$ cat config.mk
export PLATFORM = sky130hd
export DESIGN_NAME = tcp_option_subtype_finder_top
export DESIGN_NICKNAME = d
export VERILOG_FILES = /design/src/design/tcposf_pkg.sv /design/src/design/tcposf_in_reg.sv /design/src/design/tcposf_walker.sv /design/src/design/tcposf_core.sv /design/src/design/tcp_option_subtype_finder_top.sv
export SDC_FILE = /design/constraint.sdc
export NUM_CORES = 1
export LEC_CHECK = 0
export BUFFER_PORTS_ARGS = -buffer_cell sky130_fd_sc_hd__buf_2
export CAP_MARGIN = 20
export CORE_MARGIN = 5
export CORE_UTILIZATION = 50
export CTS_CLUSTER_DIAMETER = 150
export CTS_CLUSTER_SIZE = 16
export DETAILED_ROUTE_END_ITERATION = 10
export GPL_TIMING_DRIVEN = 0
export HOLD_SLACK_MARGIN = 0.08
export PLACE_DENSITY = 0.66
export SLEW_MARGIN = 0
export SYNTH_ARGS = -nofsm -noshare
export SYNTH_HDL_FRONTEND = slang
export SYNTH_SLANG_ARGS = --single-unit
$ cat constraint.sdc
create_clock -name aclk -period 5.8 [get_ports aclk]
set_clock_uncertainty 0.15 [all_clocks]
set_input_delay 1.16 -clock aclk [delete_from_list [all_inputs] [get_ports aclk]]
set_output_delay 1.16 -clock aclk [all_outputs]
set_load 0.02 [all_outputs]
$ cat src/design/tcposf_pkg.sv
// shared types and constants for the tcp option subtype finder
`timescale 1ns / 1ps

package tcposf_pkg;

    // fixed field widths
    localparam int unsigned BYTE_W    = 8;
    localparam int unsigned SUBTYPE_W = 4;
    localparam int unsigned POS_W     = 6;
    localparam int unsigned STATUS_W  = 2;
    // option start plus a full length byte
    localparam int unsigned END_W     = 9;

    // reset value of the searched kind
    localparam logic [BYTE_W-1:0] OPTION_KIND_RESET = 8'd30;

    // option kinds with fixed meaning
    localparam logic [BYTE_W-1:0] KIND_END_OF_LIST = 8'd0;
    localparam logic [BYTE_W-1:0] KIND_NO_OP       = 8'd1;

    // smallest legal length byte
    localparam logic [BYTE_W-1:0] MIN_OPTION_LEN = 8'd2;

    // parse status codes
    typedef enum logic [STATUS_W-1:0] {
        STATUS_OK        = 2'd0,
        STATUS_SHORT_LEN = 2'd1,
        STATUS_PAST_END  = 2'd2
    } parse_status_t;

    // one request on the input channel
    typedef struct packed {
        logic [BYTE_W-1:0]    option_byte;
        logic                 last_byte;
        logic [SUBTYPE_W-1:0] wanted_subtype;
    } opt_in_t;

    // one result on the output channel
    typedef struct packed {
        logic                found;
        logic [POS_W-1:0]    match_offset;
        logic [STATUS_W-1:0] parse_status;
    } opt_out_t;

endpackage

$ cat src/design/tcposf_in_reg.sv
// input register stage holding one option byte request
`timescale 1ns / 1ps

module tcposf_in_reg
    import tcposf_pkg::*;
(
    input  logic    aclk,
    input  logic    aresetn,
    input  logic    s_valid,
    output logic    s_ready,
    input  opt_in_t s_data,
    output logic    q_valid,
    input  logic    q_ready,
    output opt_in_t q_data
);

    logic    valid_reg;
    logic    valid_next;
    opt_in_t data_reg;

    // take a new request whenever the held one is empty or moving on
    assign s_ready = !valid_reg || q_ready;

    always_comb begin
        valid_next = valid_reg;
        if (s_ready) begin
            valid_next = s_valid;
        end
    end

    always_ff @(posedge aclk) begin
        if (!aresetn) begin
            valid_reg <= 1'b0;
        end else begin
            valid_reg <= valid_next;
        end
    end

    // payload needs no reset
    always_ff @(posedge aclk) begin
        if (s_valid && s_ready) begin
            data_reg <= s_data;
        end
    end

    assign q_valid = valid_reg;
    assign q_data  = data_reg;

endmodule

$ cat src/design/tcposf_walker.sv
// option list walker holding the header state of one tcp header
`timescale 1ns / 1ps

module tcposf_walker
    import tcposf_pkg::*;
#(
    parameter int unsigned MAX_OPTION_BYTES = 40
) (
    input  logic              aclk,
    input  logic              aresetn,
    input  logic [BYTE_W-1:0] option_kind,
    input  logic              step,
    input  opt_in_t           in_data,
    output opt_out_t          result
);

    localparam logic [POS_W-1:0] MAX_POS = POS_W'(MAX_OPTION_BYTES);
    localparam logic [END_W-1:0] MAX_END = END_W'(MAX_OPTION_BYTES);

    // header state
    logic [POS_W-1:0]     byte_position_reg, byte_position_next;
    logic [POS_W-1:0]     next_start_reg, next_start_next;
    logic [POS_W-1:0]     cur_start_reg, cur_start_next;
    logic [BYTE_W-1:0]    cur_kind_reg, cur_kind_next;
    logic                 search_done_reg, search_done_next;
    logic                 match_seen_reg, match_seen_next;
    logic [POS_W-1:0]     match_pos_reg, match_pos_next;
    logic [STATUS_W-1:0]  error_code_reg, error_code_next;
    logic [SUBTYPE_W-1:0] held_subtype_reg, held_subtype_next;

    logic [SUBTYPE_W-1:0] subtype;
    logic [BYTE_W-1:0]    b;
    logic [POS_W:0]       len_pos;
    logic [POS_W:0]       sub_pos;
    logic [END_W-1:0]     opt_end;
    logic [STATUS_W-1:0]  status;

    assign b       = in_data.option_byte;
    assign subtype = (byte_position_reg == '0) ? in_data.wanted_subtype : held_subtype_reg;
    assign len_pos = {1'b0, cur_start_reg} + (POS_W+1)'(1);
    assign sub_pos = {1'b0, cur_start_reg} + (POS_W+1)'(2);
    assign opt_end = END_W'(cur_start_reg) + END_W'(b);

    // walk one byte of the kind-length-value list
    always_comb begin
        byte_position_next = byte_position_reg;
        next_start_next    = next_start_reg;
        cur_start_next     = cur_start_reg;
        cur_kind_next      = cur_kind_reg;
        search_done_next   = search_done_reg;
        match_seen_next    = match_seen_reg;
        match_pos_next     = match_pos_reg;
        error_code_next    = error_code_reg;
        held_subtype_next  = subtype;

        if (byte_position_reg < MAX_POS) begin
            byte_position_next = byte_position_reg + POS_W'(1);
            if (!search_done_reg) begin
                if (byte_position_reg == next_start_reg) begin
                    // kind byte
                    cur_start_next = byte_position_reg;
                    cur_kind_next  = b;
                    if (b == KIND_END_OF_LIST) begin
                        search_done_next = 1'b1;
                    end else if (b == KIND_NO_OP && b != option_kind) begin
                        next_start_next = byte_position_reg + POS_W'(1);
                    end else begin
                        next_start_next = byte_position_reg + POS_W'(2);
                    end
                end else if ({1'b0, byte_position_reg} == len_pos) begin
                    // length byte
                    if (b < MIN_OPTION_LEN) begin
                        error_code_next  = STATUS_SHORT_LEN;
                        search_done_next = 1'b1;
                    end else if (opt_end > MAX_END) begin
                        error_code_next  = STATUS_PAST_END;
                        search_done_next = 1'b1;
                    end else begin
                        next_start_next = opt_end[POS_W-1:0];
                    end
                end else if ({1'b0, byte_position_reg} == sub_pos
                             && cur_kind_reg == option_kind) begin
                    // subtype byte of a searched-kind option
                    if (b[BYTE_W-1 -: SUBTYPE_W] == subtype) begin
                        match_seen_next  = 1'b1;
                        match_pos_next   = cur_start_reg;
                        search_done_next = 1'b1;
                    end
                end
            end
        end
    end

    // summary of the header on its last byte
    always_comb begin
        status = error_code_next;
        if (!search_done_next && next_start_next > byte_position_next) begin
            status = STATUS_PAST_END;
        end
        result.found        = match_seen_next;
        result.match_offset = match_seen_next ? match_pos_next : '0;
        result.parse_status = status;
    end

    // state update, cleared after each header
    always_ff @(posedge aclk) begin
        if (!aresetn || (step && in_data.last_byte)) begin
            byte_position_reg <= '0;
            next_start_reg    <= '0;
            cur_start_reg     <= '0;
            cur_kind_reg      <= '0;
            search_done_reg   <= 1'b0;
            match_seen_reg    <= 1'b0;
            match_pos_reg     <= '0;
            error_code_reg    <= STATUS_OK;
            held_subtype_reg  <= '0;
        end else if (step) begin
            byte_position_reg <= byte_position_next;
            next_start_reg    <= next_start_next;
            cur_start_reg     <= cur_start_next;
            cur_kind_reg      <= cur_kind_next;
            search_done_reg   <= search_done_next;
            match_seen_reg    <= match_seen_next;
            match_pos_reg     <= match_pos_next;
            error_code_reg    <= error_code_next;
            held_subtype_reg  <= held_subtype_next;
        end
    end

endmodule

$ cat src/design/tcposf_core.sv
// result register around the option list walker
`timescale 1ns / 1ps

module tcposf_core
    import tcposf_pkg::*;
#(
    parameter int unsigned MAX_OPTION_BYTES = 40
) (
    input  logic              aclk,
    input  logic              aresetn,
    input  logic [BYTE_W-1:0] option_kind,
    input  logic              in_valid,
    output logic              in_ready,
    input  opt_in_t           in_data,
    output logic              m_valid,
    input  logic              m_ready,
    output opt_out_t          m_data
);

    // result register
    logic     out_valid_reg, out_valid_next;
    opt_out_t out_data_reg;
    opt_out_t result;

    logic     fire;

    // a last byte needs room in the result register, other bytes never wait
    assign in_ready = !in_data.last_byte || !out_valid_reg || m_ready;
    assign fire     = in_valid && in_ready;

    // list walker with the header state
    tcposf_walker #(
        .MAX_OPTION_BYTES (MAX_OPTION_BYTES)
    ) u_walker (
        .aclk        (aclk),
        .aresetn     (aresetn),
        .option_kind (option_kind),
        .step        (fire),
        .in_data     (in_data),
        .result      (result)
    );

    // result valid flag
    always_comb begin
        out_valid_next = out_valid_reg;
        if (m_ready) begin
            out_valid_next = 1'b0;
        end
        if (fire && in_data.last_byte) begin
            out_valid_next = 1'b1;
        end
    end

    always_ff @(posedge aclk) begin
        if (!aresetn) begin
            out_valid_reg <= 1'b0;
        end else begin
            out_valid_reg <= out_valid_next;
        end
    end

    always_ff @(posedge aclk) begin
        if (fire && in_data.last_byte) begin
            out_data_reg <= result;
        end
    end

    assign m_valid = out_valid_reg;
    assign m_data  = out_data_reg;

endmodule

$ cat src/design/tcp_option_subtype_finder_top.sv
// top level of the tcp option subtype finder
`timescale 1ns / 1ps

// Finds the first option of the configured kind whose subtype nibble
// matches the wanted subtype in the options area of a TCP header.
// Input channel (s_valid/s_ready/s_data): one option byte per request,
// last_byte marks the end of a header, wanted_subtype is taken from the
// first byte of each header. Output channel (m_valid/m_ready/m_data): one
// result per header, issued for its last byte, with found, the offset of
// the matching kind byte and a parse status.
// cfg_wr_en/cfg_wr_data write the searched option kind (reset 30); write
// it only between headers while no result is pending.
// Throughput is one byte per cycle: each byte passes the input register
// and one compare-and-add step in the walker; a last byte's result goes into the result register.
// The last byte passes the input register, then the result register drives m_valid.
// When the receiver stalls, bytes other than last bytes keep flowing; a
// last byte waits in the input register until the result register frees.
// Reset (aresetn low, synchronous) empties both registers, clears the
// header state and restores the option kind.

module tcp_option_subtype_finder_top
    import tcposf_pkg::*;
#(
    parameter int unsigned MAX_OPTION_BYTES = 40
) (
    input  logic              aclk,
    input  logic              aresetn,
    input  logic              cfg_wr_en,
    input  logic [BYTE_W-1:0] cfg_wr_data,
    input  logic              s_valid,
    output logic              s_ready,
    input  opt_in_t           s_data,
    output logic              m_valid,
    input  logic              m_ready,
    output opt_out_t          m_data
);

    logic [BYTE_W-1:0] option_kind_reg;
    logic              q_valid;
    logic              q_ready;
    opt_in_t           q_data;

    // searched kind register
    always_ff @(posedge aclk) begin
        if (!aresetn) begin
            option_kind_reg <= OPTION_KIND_RESET;
        end else if (cfg_wr_en) begin
            option_kind_reg <= cfg_wr_data;
        end
    end

    // input register
    tcposf_in_reg u_in_reg (
        .aclk    (aclk),
        .aresetn (aresetn),
        .s_valid (s_valid),
        .s_ready (s_ready),
        .s_data  (s_data),
        .q_valid (q_valid),
        .q_ready (q_ready),
        .q_data  (q_data)
    );

    // list walker and result register
    tcposf_core #(
        .MAX_OPTION_BYTES (MAX_OPTION_BYTES)
    ) u_core (
        .aclk        (aclk),
        .aresetn     (aresetn),
        .option_kind (option_kind_reg),
        .in_valid    (q_valid),
        .in_ready    (q_ready),
        .in_data     (q_data),
        .m_valid     (m_valid),
        .m_ready     (m_ready),
        .m_data      (m_data)
    );

endmodule

==> out/summary.txt, run 1 <==
PLACED DESIGN
------------------------------------------------------------------------------------------------------
Routability cong. .......................................................................        0.957
HPWL reported at the end of detailed placement ..........................................      9420 um
Count of port buffers added during placement ............................................           35
Post-place setup slack ..................................................................       816 ps
Total instance count after detailed placement ...........................................          666

DETAILED ROUTING
------------------------------------------------------------------------------------------------------
DRT Wirelength ..........................................................................    12,600 um
Post-DR vias/cell .......................................................................         6.05
Total DRC errors in the routed layout ...................................................            0
Detailed-routing iteration count for the pre-antenna-repair pass ........................            6
Drt first-iter violations ...............................................................          210
Antenna-violating nets left .............................................................            0
Vias after detailed routing .............................................................        4,127
Drt wl/cell .............................................................................      18.5 um

POWER AND IR DROP
------------------------------------------------------------------------------------------------------
Power per Cell Area .....................................................................  287 mW/mm^2
Largest voltage drop on the vdd net .....................................................     0.125 mV
Total leakage power .....................................................................      1.88 nW

SETUP PATH
------------------------------------------------------------------------------------------------------
Critical Setup Path Class ............................................................... flip-flop to flip-flop
Arrival time of data at the critical path endpoint ......................................      5130 ps
Required time of the critical path ......................................................      5760 ps
RR Startpoint ........................................................................... u_core.u_walker.cur_start_reg[1]$_SDFFE_PP0P_
Number of cells traversed by the worst register-to-register path ........................           17
Peak fanout along the critical path .....................................................           10
Slack of the worst reg-to-reg path ......................................................       620 ps
Startpoint Class ........................................................................    flip-flop
Crit. End Element .......................................................................    flip-flop
Reg2reg end ............................................................................. u_core.m_data[1]$_SDFFCE_PP1P_

MIN PATH
------------------------------------------------------------------------------------------------------
Number of stages on the worst hold path .................................................            2
Hold wc startpoint ...................................................................... u_core.u_walker.cur_kind_reg[6]$_SDFFE_PP0P_
Worst Hold End .......................................................................... u_core.u_walker.cur_kind_reg[6]$_SDFFE_PP0P_
Min-Delay Path Class .................................................................... flip-flop to flip-flop

SYNTH
------------------------------------------------------------------------------------------------------
Leading area contributor after synthesis ................................................      dfxtp_1
Syn nets ................................................................................          567
Most instantiated flip-flop cell in the synthesis netlist ...............................      dfxtp_1
Area fraction of the dominant cell type after synthesis .................................        22.0%
Most common cell in the netlist .........................................................      nand2_1
Mapped Area ............................................................................. 0.00456 mm^2
Number of storage elements in the synthesis netlist .....................................           72
Share of synthesized flip-flops with an asynchronous set or reset .......................           0%
Cell types with the largest area share after synthesis .................................. dfxtp_1 22%, edfxtp_1 14%, nand2_1 6.0%
Number of instances in the synthesized netlist ..........................................          523
Most numerous cell types in the synthesized netlist ..................................... 73 x nand2_1, 50 x dfxtp_1, 38 x a21oi_1
Warnings from Yosys .....................................................................            0
Avg Synthesized Cell Area ...............................................................    8.71 um^2
Count of different cell masters after synthesis .........................................           74
Share of the yosys chip area belonging to registers .....................................        36.5%
Post-synth EDFFs ........................................................................           22

GLOBAL ROUTING
------------------------------------------------------------------------------------------------------
Number of antenna violations at the first check in global routing .......................            0
Grt total ovfl ..........................................................................            0
Global-route track usage on met3 ........................................................        3.00%
Met2 track utilization from global routing ..............................................        36.8%
Most Crowded Layer GR ...................................................................         met2
Vias in the first global route ..........................................................        3,822
Pin count of the biggest net entering global routing ....................................           14
Global-route wire length before repair ..................................................    20,000 um
GRT Util Overall ........................................................................        22.8%
Met1 layer usage reported by global route ...............................................        31.0%

LAYOUT
------------------------------------------------------------------------------------------------------
Diode count .............................................................................            0
Final standard cell count with taps included and fillers excluded .......................          682
Share of the core filled with cells in the final layout .................................        58.0%
Area added between synthesis and finish .................................................        12.1%
Fraction of final layout cells sized beyond drive strength 1 ............................        14.5%
Total Nets Final ........................................................................          613
Number of flip-flops in the largest register ............................................           13

JOB
------------------------------------------------------------------------------------------------------
Max-cap violations ......................................................................            0

TIMING
------------------------------------------------------------------------------------------------------
Number of slew-limit violations in the final report .....................................            0
Setup repair after global routing missed its margin .....................................        false
Share of the cycle needed by the critical path after routing ............................        89.3%
Sum of negative setup slack .............................................................         0 ps
Number of setup violations in the final report ..........................................            0
Worst slew slack as a fraction of its limit .............................................        37.6%
Number of failing hold endpoints at the final stage .....................................            0
Transition time of the tightest slew-check pin ..........................................       927 ps
Post-route worst setup slack ............................................................       623 ps
Upper clock frequency limit .............................................................      193 MHz
Final critical delay including setup and external delays ................................      5180 ps

DIE
------------------------------------------------------------------------------------------------------
Die X-Extent ............................................................................       105 um
Floorplan die height ....................................................................       105 um
Starting Density ........................................................................        51.7%
Number of top-level pins ................................................................           37
Floorplan Core Area ..................................................................... 0.00881 mm^2
Number of placement rows ................................................................           34
Die ar. .................................................................................  0.0111 mm^2

OUTCOME
------------------------------------------------------------------------------------------------------
Outcome ................................................................................. finished, final reports clean

CTS
------------------------------------------------------------------------------------------------------
Post-CTS resize count ...................................................................            0
Clock transition at the register clock pins on the worst setup and hold paths after CTS .        80 ps
Clock tree from TritonCTS ...............................................................        built
Number of sinks driven by the clock tree ................................................           72
Depth of the CTS H-tree .................................................................            3
Post-CTS setup-driven buffer insertion count ............................................            0
CTS Buf Count ...........................................................................            9
CTS Buffer Depth ........................................................................            2
CTS hold repair buffers .................................................................            0
Insertion delay of the later-clocked pin in the worst-skew pair .........................       350 ps
Cell chosen for the clock root ..........................................................     clkbuf_8

## area by class of cell
class,instances,area [um^2]
Clock inverter,6,115
Clock buffer,10,128
Buffer,33,170
Inverter,14,52.6
Fill cell,814,3700
Timing Repair Buffer,35,175
Multi-Input combinational cell,404,2670
Sequential cell,72,1660
Tap cell,108,135
## cells by family after synthesis
logic type / share of synthesized area (%)
AND/OR/NAND/NOR: 24.3
AO/OA/AOI/OAI: 18.1
flip-flops: 36.5
buffers and inverters: 4.89
XOR/XNOR: 8.26
adder cells (fa/ha/maj): 5.11
multiplexers: 2.86
## power by group
part | internal (W) | switching, W
logic | 0.000163 | 0.000239
registers | 0.000548 | 0.0000263
clock network | 0.000288 | 0.000205
## routing by layer
layer / vias to the layer above / wire length (um)
met5: - / 0
met4: 0 / 308
met3: 26 / 721
met2: 150 / 5830
met1: 1963 / 5780
li1: 1988 / -
## stage by stage
stage | hold WS, ps | cell area (um^2) | total power (W)
finish | 320 | 5110 | 0.00147
global route | 338 | 5110 | 0.00154
CTS | 322 | 5110 | 0.00147
detailed placement | 311 | 4870 | 0.000974
global placement | 305 | 4870 | 0.000972
floorplan | 294 | 4560 | 0.000871
## worst max-delay path, stage by stage, from the launching register on
cell	delay, ps
dfxtp_1	660
ha_1	350
a211oi_1	390
o21bai_1	130
a211oi_1	620
a2bb2oi_1	320
and3_1	260
clkbuf_1	190
a21oi_1	250
o2bb2ai_1	110
ha_1	330
nor2b_1	150
o21a_1	160
o21a_1	170
o21a_1	160
o21ai_0	150
a211oi_1	120
a32o_1	280
## worst max path at each step
stage                                                             start                              to  slack (ps)
after floorplan                            u_in_reg.q_data[5]$_DFFE_PP_  u_core.m_data[1]$_SDFFCE_PP1P_        1470
after global placement                     u_in_reg.q_data[5]$_DFFE_PP_  u_core.m_data[1]$_SDFFCE_PP1P_         800
after detailed placement                   u_in_reg.q_data[5]$_DFFE_PP_  u_core.m_data[1]$_SDFFCE_PP1P_         820
after CTS                                  u_in_reg.q_data[5]$_DFFE_PP_  u_core.m_data[1]$_SDFFCE_PP1P_         760
after global routing                       u_in_reg.q_data[5]$_DFFE_PP_  u_core.m_data[1]$_SDFFCE_PP1P_         260
final                     u_core.u_walker.cur_start_reg[1]$_SDFFE_PP0P_  u_core.m_data[1]$_SDFFCE_PP1P_         620
## cells in the final DEF (no fill, tap or decap), drive strengths merged, types with 6 or more instances in the layout
| master | netlist | final |
|---|---|---|
| inv | 13 | 14 |
| buf | 19 | 54 |
| o21ai | 26 | 26 |
| xnor2 | 26 | 26 |
| nand3 | 22 | 22 |
| nand2 | 73 | 73 |
| nor2b | 9 | 9 |
| dfxtp | 50 | 50 |
| xor2 | 17 | 17 |
| nand2b | 8 | 8 |
| o21a | 6 | 6 |
| nor2 | 25 | 25 |
| a21oi | 38 | 38 |
| or4 | 7 | 7 |
| nand4 | 14 | 14 |
| nor4 | 7 | 7 |
| nor3 | 10 | 10 |
| edfxtp | 22 | 22 |
| a211oi | 12 | 12 |
| mux2i | 13 | 13 |
| ha | 17 | 17 |
| clkbuf | 14 | 24 |
Power figures use the tool's default switching activity.
==> inputs of run 2 (changes only) <==
- GPL_TIMING_DRIVEN: 0 -> not set
==> run 2 against run 1 <==
  * Critical path depth did not move
  * Clock power fell by 20%
  * Highest routed layer unchanged
  * Critical endpoint unchanged
  * Critical path type unchanged
  * Die area did not move
==> out/summary.txt, run 2 (synthesized netlist as in run 1, its figures left out) <==
SETUP PATH
------------------------------------------------------------------------------------------------------
Crit. End Element .......................................................................    flip-flop
Number of cells traversed by the worst register-to-register path ........................           17
Cell class contributing the biggest share of worst-path delay ........................... compound AO/OA/AOI/OAI gates
Startpoint Class ........................................................................    flip-flop
List of cells traversed by the critical path ............................................ ha_1, fa_1, a211oi_1, nor3b_1, o21ai_0, a2bb2oi_1, and3_1, a21oi_1, o2bb2ai_1, ha_1, nor2b_1, o21a_1, o21a_1, o21a_1, o21ai_0, a211oi_1, a32o_1
Critical Path Sink ...................................................................... u_core.m_data[1]$_SDFFCE_PP1P_
Required time of the critical path ......................................................      5780 ps
RR Startpoint ........................................................................... u_in_reg.q_data[5]$_DFFE_PP_
Peak fanout along the critical path .....................................................            8
Slack of the worst reg-to-reg path ......................................................      1110 ps
Slowest cell delay on critical path .....................................................       510 ps
CP startpoint ........................................................................... u_in_reg.q_data[5]$_DFFE_PP_
Count of buffer and inverter cells on the critical path .................................            0
Critical Setup Path Class ............................................................... flip-flop to flip-flop
Arrival time of data at the critical path endpoint ......................................      4670 ps
Max stage delay cell, worst path ........................................................     edfxtp_1
WP depth ................................................................................           17
Most numerous cell on the critical path .................................................       o21a_1
Reg2reg end ............................................................................. u_core.m_data[1]$_SDFFCE_PP1P_

TIMING
------------------------------------------------------------------------------------------------------
Worst slew slack as a fraction of its limit .............................................        32.5%
Number of failing hold endpoints at the final stage .....................................            0
Share of the cycle needed by the critical path after routing ............................        80.9%
Transition time of the tightest slew-check pin ..........................................      1010 ps
Setup repair after global routing missed its margin .....................................        false
Upper clock frequency limit .............................................................      213 MHz
Post-route worst setup slack ............................................................      1110 ps
Number of slew-limit violations in the final report .....................................            0
Final critical delay including setup and external delays ................................      4690 ps
Number of setup violations in the final report ..........................................            0
Sum of negative setup slack .............................................................         0 ps

DIE
------------------------------------------------------------------------------------------------------
Floorplan die height ....................................................................       105 um
Floorplan Core Area ..................................................................... 0.00881 mm^2
Die X-Extent ............................................................................       105 um
Starting Density ........................................................................        51.7%
Number of top-level pins ................................................................           37
Number of placement rows ................................................................           34
Die ar. .................................................................................  0.0111 mm^2

POWER AND IR DROP
------------------------------------------------------------------------------------------------------
Fraction of power spent switching nets ..................................................        34.4%
Switching pwr ...........................................................................   0.000465 W
Largest voltage drop on the vdd net .....................................................     0.150 mV
Combinational share of power ............................................................        27.8%
Relative contribution of the clock network to total power ...............................        29.1%
Power per Cell Area .....................................................................  275 mW/mm^2
Total leakage power .....................................................................      1.78 nW
Internal power ..........................................................................   0.000887 W
Register share of total power ...........................................................        43.0%

CTS
------------------------------------------------------------------------------------------------------
Clock transition at the register clock pins on the worst setup and hold paths after CTS .        90 ps
Depth of the CTS H-tree .................................................................            3
Post-CTS setup-driven buffer insertion count ............................................            0
CTS hold repair buffers .................................................................            0
CTS Buffer Depth ........................................................................            2
CTS Buf Count ...........................................................................            9
Insertion delay of the later-clocked pin in the worst-skew pair .........................       370 ps
Post-CTS resize count ...................................................................            0
Cell chosen for the clock root ..........................................................     clkbuf_8
Clock tree from TritonCTS ...............................................................        built
Number of sinks driven by the clock tree ................................................           72

GLOBAL ROUTING
------------------------------------------------------------------------------------------------------
Vias in the first global route ..........................................................        3,777
Number of antenna violations at the first check in global routing .......................            0
Global-route wire length before repair ..................................................    19,700 um
Pin count of the biggest net entering global routing ....................................           24
Grt total ovfl ..........................................................................            0
GRT Util Overall ........................................................................        22.4%

OUTCOME
------------------------------------------------------------------------------------------------------
Outcome ................................................................................. finished, final reports clean

DETAILED ROUTING
------------------------------------------------------------------------------------------------------
Total DRC errors in the routed layout ...................................................            0
Detailed-routing iteration count for the pre-antenna-repair pass ........................            7
Antenna-violating nets left .............................................................            0
Drt first-iter violations ...............................................................          143
Vias after detailed routing .............................................................        3,952
Drt wl/cell .............................................................................      18.6 um
Post-DR vias/cell .......................................................................         6.04
DRT Wirelength ..........................................................................    12,200 um

LAYOUT
------------------------------------------------------------------------------------------------------
Total Nets Final ........................................................................          585
Number of filler cells placed in the layout .............................................          844
Share of the core filled with cells in the final layout .................................        55.9%
Number of flip-flops in the largest register ............................................           13
Highest-count cells in the layout ignoring fill and taps ................................ 73 x nand2_1, 50 x dfxtp_1, 38 x a21oi_1, 36 x buf_2, 26 x xnor2_1
Area added between synthesis and finish .................................................        7.99%
Most common cell after layout, fill and taps aside ......................................      nand2_1
Diode count .............................................................................            0
Fraction of final layout cells sized beyond drive strength 1 ............................        13.6%

PLACED DESIGN
------------------------------------------------------------------------------------------------------
Post-place setup slack ..................................................................      1120 ps
Count of port buffers added during placement ............................................           36
Routability cong. .......................................................................        0.945
HPWL reported at the end of detailed placement ..........................................      9030 um

JOB
------------------------------------------------------------------------------------------------------
Max-cap violations ......................................................................            0

MIN PATH
------------------------------------------------------------------------------------------------------
Min-Delay Path Class .................................................................... flip-flop to flip-flop

[run 2: power groups by stage]
stage               clock network (W)  logic [W]  registers, W
finish                       0.000394   0.000376      0.000582
global route                 0.000422   0.000422      0.000585
CTS                          0.000399   0.000374      0.000581
detailed placement                  0   0.000372      0.000593
global placement                    0   0.000367      0.000592
floorplan                           0   0.000290      0.000581
[run 2: layout make-up]
| type | instances | area, um^2 | area share (%) |
|---|---|---|---|
| well taps | 108 | 135 | 2.75 |
| clock buffers | 11 | 151 | 3.08 |
| flip-flops and latches | 72 | 1660 | 33.8 |
| clock inverters | 5 | 37.5 | 0.763 |
| inverters | 14 | 52.6 | 1.07 |
| repair buffers | 40 | 210 | 4.27 |
| multi-input cells | 404 | 2670 | 54.3 |
[run 2: stage by stage]
step	std cells	total power [W]	area, um^2	hold WS, ps
finish	654	0.00135	4920	320
global route	654	0.00143	4920	349
CTS	654	0.00135	4920	322
detailed placement	638	0.000964	4730	311
global placement	638	0.000959	4730	304
floorplan	523	0.000871	4560	294
[run 2: worst min-delay path by stage]
stage / startpoint / cells after the start / to
after floorplan: u_core.u_walker.held_subtype_reg[0]$_SDFFE_PP0P_ / 2 / u_core.u_walker.held_subtype_reg[0]$_SDFFE_PP0P_
after global placement: u_core.u_walker.held_subtype_reg[0]$_SDFFE_PP0P_ / 2 / u_core.u_walker.held_subtype_reg[0]$_SDFFE_PP0P_
after detailed placement: u_core.u_walker.cur_kind_reg[7]$_SDFFE_PP0P_ / 2 / u_core.u_walker.cur_kind_reg[7]$_SDFFE_PP0P_
after CTS: u_core.u_walker.cur_kind_reg[5]$_SDFFE_PP0P_ / 2 / u_core.u_walker.cur_kind_reg[5]$_SDFFE_PP0P_
after global routing: u_core.u_walker.cur_kind_reg[6]$_SDFFE_PP0P_ / 2 / u_core.u_walker.cur_kind_reg[6]$_SDFFE_PP0P_
final: u_core.u_walker.cur_kind_reg[5]$_SDFFE_PP0P_ / 2 / u_core.u_walker.cur_kind_reg[5]$_SDFFE_PP0P_
[run 2: worst register-to-register path, cell delays in order (launching register included)]
cell and delay [ps]:
edfxtp_1 510, ha_1 290, fa_1 440, a211oi_1 300
nor3b_1 130, o21ai_0 200, a2bb2oi_1 400, and3_1 320
a21oi_1 120, o2bb2ai_1 210, ha_1 270, nor2b_1 130
o21a_1 160, o21a_1 170, o21a_1 160, o21ai_0 140
a211oi_1 110, a32o_1 260
[run 2: metal layers]
metal | GRT usage, % | up-vias | wire [um]
li1 | - | 1934 | -
met5 | 0 | - | 0
met1 | 28.3 | 1854 | 5220
met3 | 4.77 | 36 | 639
met2 | 36.2 | 128 | 5890
met4 | 11.1 | 0 | 409
